===== config.mk =====
export PLATFORM = sky130hd
export DESIGN_NAME = pvoc_cell
export DESIGN_NICKNAME = d
export VERILOG_FILES = /design/src/hw/rtl/pvoc_pkg.sv /design/src/hw/rtl/pvoc_cell.sv
export SDC_FILE = /design/constraint.sdc
export NUM_CORES = 1
export LEC_CHECK = 0
export BUFFER_PORTS_ARGS = -buffer_cell sky130_fd_sc_hd__buf_2
export CORE_MARGIN = 4
export CORE_UTILIZATION = 55
export CTS_BUF_LIST = sky130_fd_sc_hd__clkbuf_8
export DETAILED_ROUTE_END_ITERATION = 6
export PLACE_DENSITY = 0.83
export SETUP_SLACK_MARGIN = 0.05
export SLEW_MARGIN = 10
export SYNTH_ARGS = -nofsm -noshare
export SYNTH_HDL_FRONTEND = slang
export SYNTH_SLANG_ARGS = --single-unit

===== constraint.sdc =====
create_clock -name clock -period 11.7 [get_ports clock]
set_input_delay 1.17 -clock clock [delete_from_list [all_inputs] [get_ports clock]]
set_output_delay 1.17 -clock clock [all_outputs]
set_load 0.02 [all_outputs]

===== src/hw/rtl/pvoc_pkg.sv =====
// Shared types, constants and arctangent table for the polar offset corrector.
`default_nettype none

package pvoc_pkg;

   localparam int XY_W     = 34;  // x/y datapath, 8 guard bits below the I/O LSB
   localparam int Z_W      = 32;  // angle accumulator, 2^32 units per turn
   localparam int MAG_W    = 20;
   localparam int ANG_W    = 16;
   localparam int DELTA_W  = 21;
   localparam int CMAG_W   = 22;
   localparam int GUARD    = 8;
   localparam int ATAN_LEN = 24;

   localparam logic [29:0] INV_GAIN = 30'd652032874;  // 1/K in Q30

   localparam logic signed [ANG_W-1:0] QUARTER_POS = 16'sd16384;
   localparam logic signed [ANG_W-1:0] QUARTER_NEG = -16'sd16384;

   typedef struct packed {
      logic signed [XY_W-1:0]    x;
      logic signed [XY_W-1:0]    y;
      logic [Z_W-1:0]            z;
      logic signed [DELTA_W-1:0] dx;
      logic signed [DELTA_W-1:0] dy;
      logic                      zero;
   } cordic_beat_type;

   // atan(2^-idx) in 2^32-per-turn units, rounded to nearest
   function automatic logic [Z_W-1:0] atan_at(input int idx);
      logic [Z_W-1:0] val;
      unique case (idx)
         0:       val = 32'd536870912;
         1:       val = 32'd316933406;
         2:       val = 32'd167458907;
         3:       val = 32'd85004756;
         4:       val = 32'd42667331;
         5:       val = 32'd21354465;
         6:       val = 32'd10679838;
         7:       val = 32'd5340245;
         8:       val = 32'd2670163;
         9:       val = 32'd1335087;
         10:      val = 32'd667544;
         11:      val = 32'd333772;
         12:      val = 32'd166886;
         13:      val = 32'd83443;
         14:      val = 32'd41722;
         15:      val = 32'd20861;
         16:      val = 32'd10430;
         17:      val = 32'd5215;
         18:      val = 32'd2608;
         19:      val = 32'd1304;
         20:      val = 32'd652;
         21:      val = 32'd326;
         22:      val = 32'd163;
         23:      val = 32'd81;
         default: val = '0;
      endcase
      return val;
   endfunction

endpackage

`default_nettype wire


===== src/hw/rtl/pvoc_cell.sv =====
// One CORDIC micro-rotation cell with its own pipeline register and handshake.
`default_nettype none

module pvoc_cell
   import pvoc_pkg::*;
#(
   parameter int STEP      = 0,
   parameter bit VECTORING = 1'b0
) (
   input  wire logic            clock,
   input  wire logic            reset,
   input  wire logic            in_valid,
   output logic                 in_ready,
   input  wire cordic_beat_type in_beat,
   output logic                 out_valid,
   input  wire logic            out_ready,
   output cordic_beat_type      out_beat
);

   localparam logic [Z_W-1:0] ATAN = atan_at(STEP);

   logic                    valid_ff;
   cordic_beat_type         beat_ff;
   cordic_beat_type         beat_in;
   logic                    turn_neg;
   logic signed [XY_W-1:0]  x_sh;
   logic signed [XY_W-1:0]  y_sh;

   always_comb begin
      beat_in = in_beat;
      x_sh    = in_beat.x >>> STEP;
      y_sh    = in_beat.y >>> STEP;
      // rotation steers on the residual angle, vectoring on the sign of y
      if (VECTORING) begin
         turn_neg = in_beat.y[XY_W-1];
      end else begin
         turn_neg = !in_beat.z[Z_W-1];
      end
      if (turn_neg) begin
         beat_in.x = in_beat.x - y_sh;
         beat_in.y = in_beat.y + x_sh;
         beat_in.z = in_beat.z - ATAN;
      end else begin
         beat_in.x = in_beat.x + y_sh;
         beat_in.y = in_beat.y - x_sh;
         beat_in.z = in_beat.z + ATAN;
      end
   end

   assign in_ready  = !valid_ff || out_ready;
   assign out_valid = valid_ff;
   assign out_beat  = beat_ff;

   always_ff @(posedge clock) begin
      if (reset) begin
         valid_ff <= 1'b0;
      end else if (in_ready) begin
         valid_ff <= in_valid;
      end
   end

   always_ff @(posedge clock) begin
      if (in_ready && in_valid) begin
         beat_ff <= beat_in;
      end
   end

endmodule

`default_nettype wire


Word level (Yosys, flattened, before mapping)

Cells that the tools add are included.

$add $sub $neg: 5
Multiplexer cells: 1
Reductions and logical operators: 3

Operators by type and width:

| kind                     | count |
|---|---|
| $mux W100                | 1 |
| $sub A34 B34 Y34         | 2 |
| $add A34 B34 Y34         | 1 |
| $add A32 B30 Y32 const B | 1 |
| $sub A32 B30 Y32 const B | 1 |
| $logic_and A1 B1 Y1      | 1 |
| $logic_not A1 Y1         | 1 |
| $logic_or A1 B1 Y1       | 1 |

Flip-flop bits (word level): 144
Input port bits: 147
Output and inout port bits: 145
Logic and storage cells: 16

Depth between registers and ports, before layout

Depth after elaboration: 3
Depth in mapped cells: 12
Gate-level depth less buffers: 11

Worst setup path after synthesis

Ideal clock, no wire load.

Kind: input -> register
Start: input port out_ready
End: register beat_ff (netlist bit out_beat[0]) (enable)
Setup time: 0.518 ns
Data arrival time: 4.726 ns
Required time: 11.182 ns
Setup slack: 6.456 ns
Cell stages on the path: 2
Buffers on the path: 0
Path through: nand2b_1 -> and2_1

Longest elaborated chain between the ends: 2

RTL lines:

| item                 | line            | source |
|---|---|---|
| start, declared      | pvoc_cell.sv:16 | `input wire logic out_ready,` |
| $logic_or A1 B1 Y1   | pvoc_cell.sv:50 | `assign in_ready = !valid_ff \|\| out_ready;` |
| $logic_and A1 B1 Y1  | pvoc_cell.sv:63 | `if (in_ready && in_valid) begin` |
| end signal, assigned | pvoc_cell.sv:64 | `beat_ff <= beat_in;` |
| end, declared        | pvoc_cell.sv:23 | `cordic_beat_type beat_ff;` |

No other way between the ends.
A chain may end at the register's enable or synchronous reset.

==> flow_summary.json <==
{
  "min_from": "out_valid$_SDFFE_PP0N_",
  "seq_area_frac_synth_pct": 40.44,
  "final_area_um2": 12590,
  "ys_warn_count": 0,
  "ios": 292,
  "die_w_um": 146.8,
  "multi_input_area_um2": 5714,
  "via_per_inst": 5.909,
  "worst_ep_required_time_ns": 11.92,
  "timing.rr.end": "out_beat[62]$_DFFE_PP_",
  "ir_drop_uv": 64.40,
  "hold_path.class": "reg -> reg",
  "syn_area_um2": 10590,
  "grt_max_degree": 82,
  "antenna_found_initial": 1,
  "ys_types": 76,
  "fin_setup_tns_ns": 0,
  "cts_hold_buf": 0,
  "leakagePower_nw": 5.535,
  "crit_fanout": 12,
  "final_cells": 1655,
  "grt_pass1_wl_mm": 51.44,
  "cp-start-kind": "primary input",
  "hold_depth": 2,
  "dr.pass1.iters": 7,
  "maxSlewHeadroom_pct": 30.07,
  "grt_usage_pct": 30.31,
  "drtIter0Drc": 1056,
  "violations": "DRC",
  "pwr-share-clk_pct": 25.6,
  "insertion_delay_ns": 0.47,
  "rsz0062_at_grt": "false",
  "drive_above_1_share_pct": 25.04,
  "synthesis.nets": 1366,
  "swShare_pct": 37.09,
  "nNetsFinal": 1631,
  "yosysMostFrequentCell": "edfxtp_1",
  "p_comb_share_pct": 33.3,
  "die_height_um": 146.8,
  "rr_worst_depth": 3,
  "skew_ns": 0.01594,
  "p_per_area_nw_per_um2": 124.5,
  "ys_top_cells_by_count": "edfxtp_1 (142), a21oi_1 (112), inv_1 (103)",
  "post-dp-hpwl_mm": 26.70,
  "cts-root-buf": "clkbuf_8",
  "outcome": "finished with violations",
  "cts_tree": "yes",
  "p_int_mw": 0.9863,
  "ant_nets": 0,
  "hold_ws_ns": 0.5486,
  "holdPathEnd": "out_valid$_SDFFE_PP0N_",
  "maxCapViolCount": 0,
  "path_class": "in -> reg",
  "grt_pass1_vias": 9278,
  "finalPower_mw": 1.568,
  "core-area_um2": 18830,
  "cts_sinks": 143,
  "cts_setup_buffers": 0,
  "place_inst": 1622,
  "netlist.top_cell.by_area": "edfxtp_1",
  "clk_path_buf_depth": 2,
  "slew_violations": 0,
  "rows": 50,
  "cts.htree.levels": 4,
  "place_ws_ns": 7.193,
  "period_share_pct": 35.24,
  "r2r_setup_slack_ns": 9.22,
  "place.gp.congestion": 0.9953,
  "p_seq_share_pct": 41.2,
  "synth-main-ff-cell": "edfxtp_1",
  "avgSynthCellArea_um2": 9.493,
  "fin_crit_ns": 4.123,
  "setup_violations": 0,
  "num_vias": 9779,
  "nFillCells": 1559,
  "seq_area_um2": 4284,
  "worstPathArrival_ns": 4.34,
  "yosys_register_bits": 143,
  "fin_ws_ns": 7.577,
  "fp.dieArea_um2": 21550,
  "finalCoreUtilization_pct": 66.85,
  "synth_area_leaders": "edfxtp_1 (40%), ha_1 (12%), a21oi_1 (5.3%)",
  "post_cts_resized": 0,
  "reg2reg_from": "out_valid$_SDFFE_PP0N_",
  "power.switching_mw": 0.5814,
  "postRouteWirelength_mm": 33.93,
  "start_util_pct": 56.26,
  "area_growth_pct": 18.83,
  "syn-instance-count": 1116,
  "overflow": 0,
  "crit_path_end_kind": "flop",
  "synth-edff-count": 142,
  "routedWlPerCell_um": 20.50,
  "io_buffer_count": 291,
  "synthDominantCellAreaShare_pct": 40.25,
  "hold_viol_final": 0,
  "async_flop_share_pct": 0,
  "tightest_slew_ns": 1.036,
  "fmax_mhz": 242.5,
  "drc_errors": 1,
  "clkSlewWorstSetupHoldPaths_ns": 0.10,
  "post_dp_cell_area_um2": 12200,
  "cts_buffers": 17
}
[state kept, by name, indices dropped and copies added, names as in the netlist]
name and flops:
out_beat 142, out_valid 1
[critical path, stage by stage]
cell,delay [ns]
buf_2,0.11
inv_1,0.05
ha_1,0.51
and2_1,0.30
o21ai_0,0.19
a31oi_1,0.34
o41ai_1,0.17
o311ai_0,0.83
nor3_1,0.08
or4_1,0.44
xnor2_1,0.14
[power groups by stage]
stage | registers [mW] | clock network [mW] | logic, mW
floorplan | 0.723 | 0 | 0.277
global placement | 0.655 | 0 | 0.508
detailed placement | 0.657 | 0 | 0.512
CTS | 0.646 | 0.406 | 0.515
global route | 0.650 | 0.429 | 0.562
finish | 0.645 | 0.401 | 0.522
[cell usage in the layout, fill, tap and decap left out, drive strengths merged, types with 16 or more instances in the layout]
master / n
a211oi: 16
nor3: 24
o31ai: 17
nor2: 102
o21ai: 67
a31oi: 17
nand2: 52
o21bai: 18
xnor2: 55
nor2b: 17
clkbuf: 17
buf: 295
nand3: 25
ha: 99
edfxtp: 142
inv: 111
a21oi: 112
[worst max path at each step]
stage                     depth (start not counted)                      end        start  slack, ns
final                                            11  out_beat[139]$_DFFE_PP_  in_beat[79]       7.58
after global routing                             11  out_beat[131]$_DFFE_PP_  in_beat[80]       7.45
after CTS                                        11  out_beat[138]$_DFFE_PP_  in_beat[77]       7.66
after detailed placement                         11  out_beat[138]$_DFFE_PP_  in_beat[77]       7.19
after global placement                           11  out_beat[138]$_DFFE_PP_  in_beat[77]       7.25
after floorplan                                   2    out_beat[0]$_DFFE_PP_    out_ready       6.46
[kinds of logic after synthesis]
logic type      synth area share [%]
mux                            1.441
simple gates                   13.10
flops                          40.44
fa+ha+maj                      12.45
xor+xnor                       5.043
compound gates                 21.89
buf+inv                        5.645
[layer usage]
layer	vias to the layer above	wire [µm]	GRT usage (%)
met5	-	17	0
met4	2	943	9.548
met3	68	2993	6.323
met2	512	16090	50.73
met1	4597	13890	39.62
li1	4600	-	-
[cell type report]
class / count / share of cell area (%)
Tap cell: 260 / 2.584
Inverter: 104 / 3.101
Multi-Input combinational cell: 820 / 45.39
Antenna cell: 1 / 0.01988
Sequential cell: 143 / 34.03
Clock buffer: 17 / 1.859
Timing Repair Buffer: 295 / 11.81
Clock inverter: 15 / 1.203
Note: power is estimated with default switching activity, not from simulation.
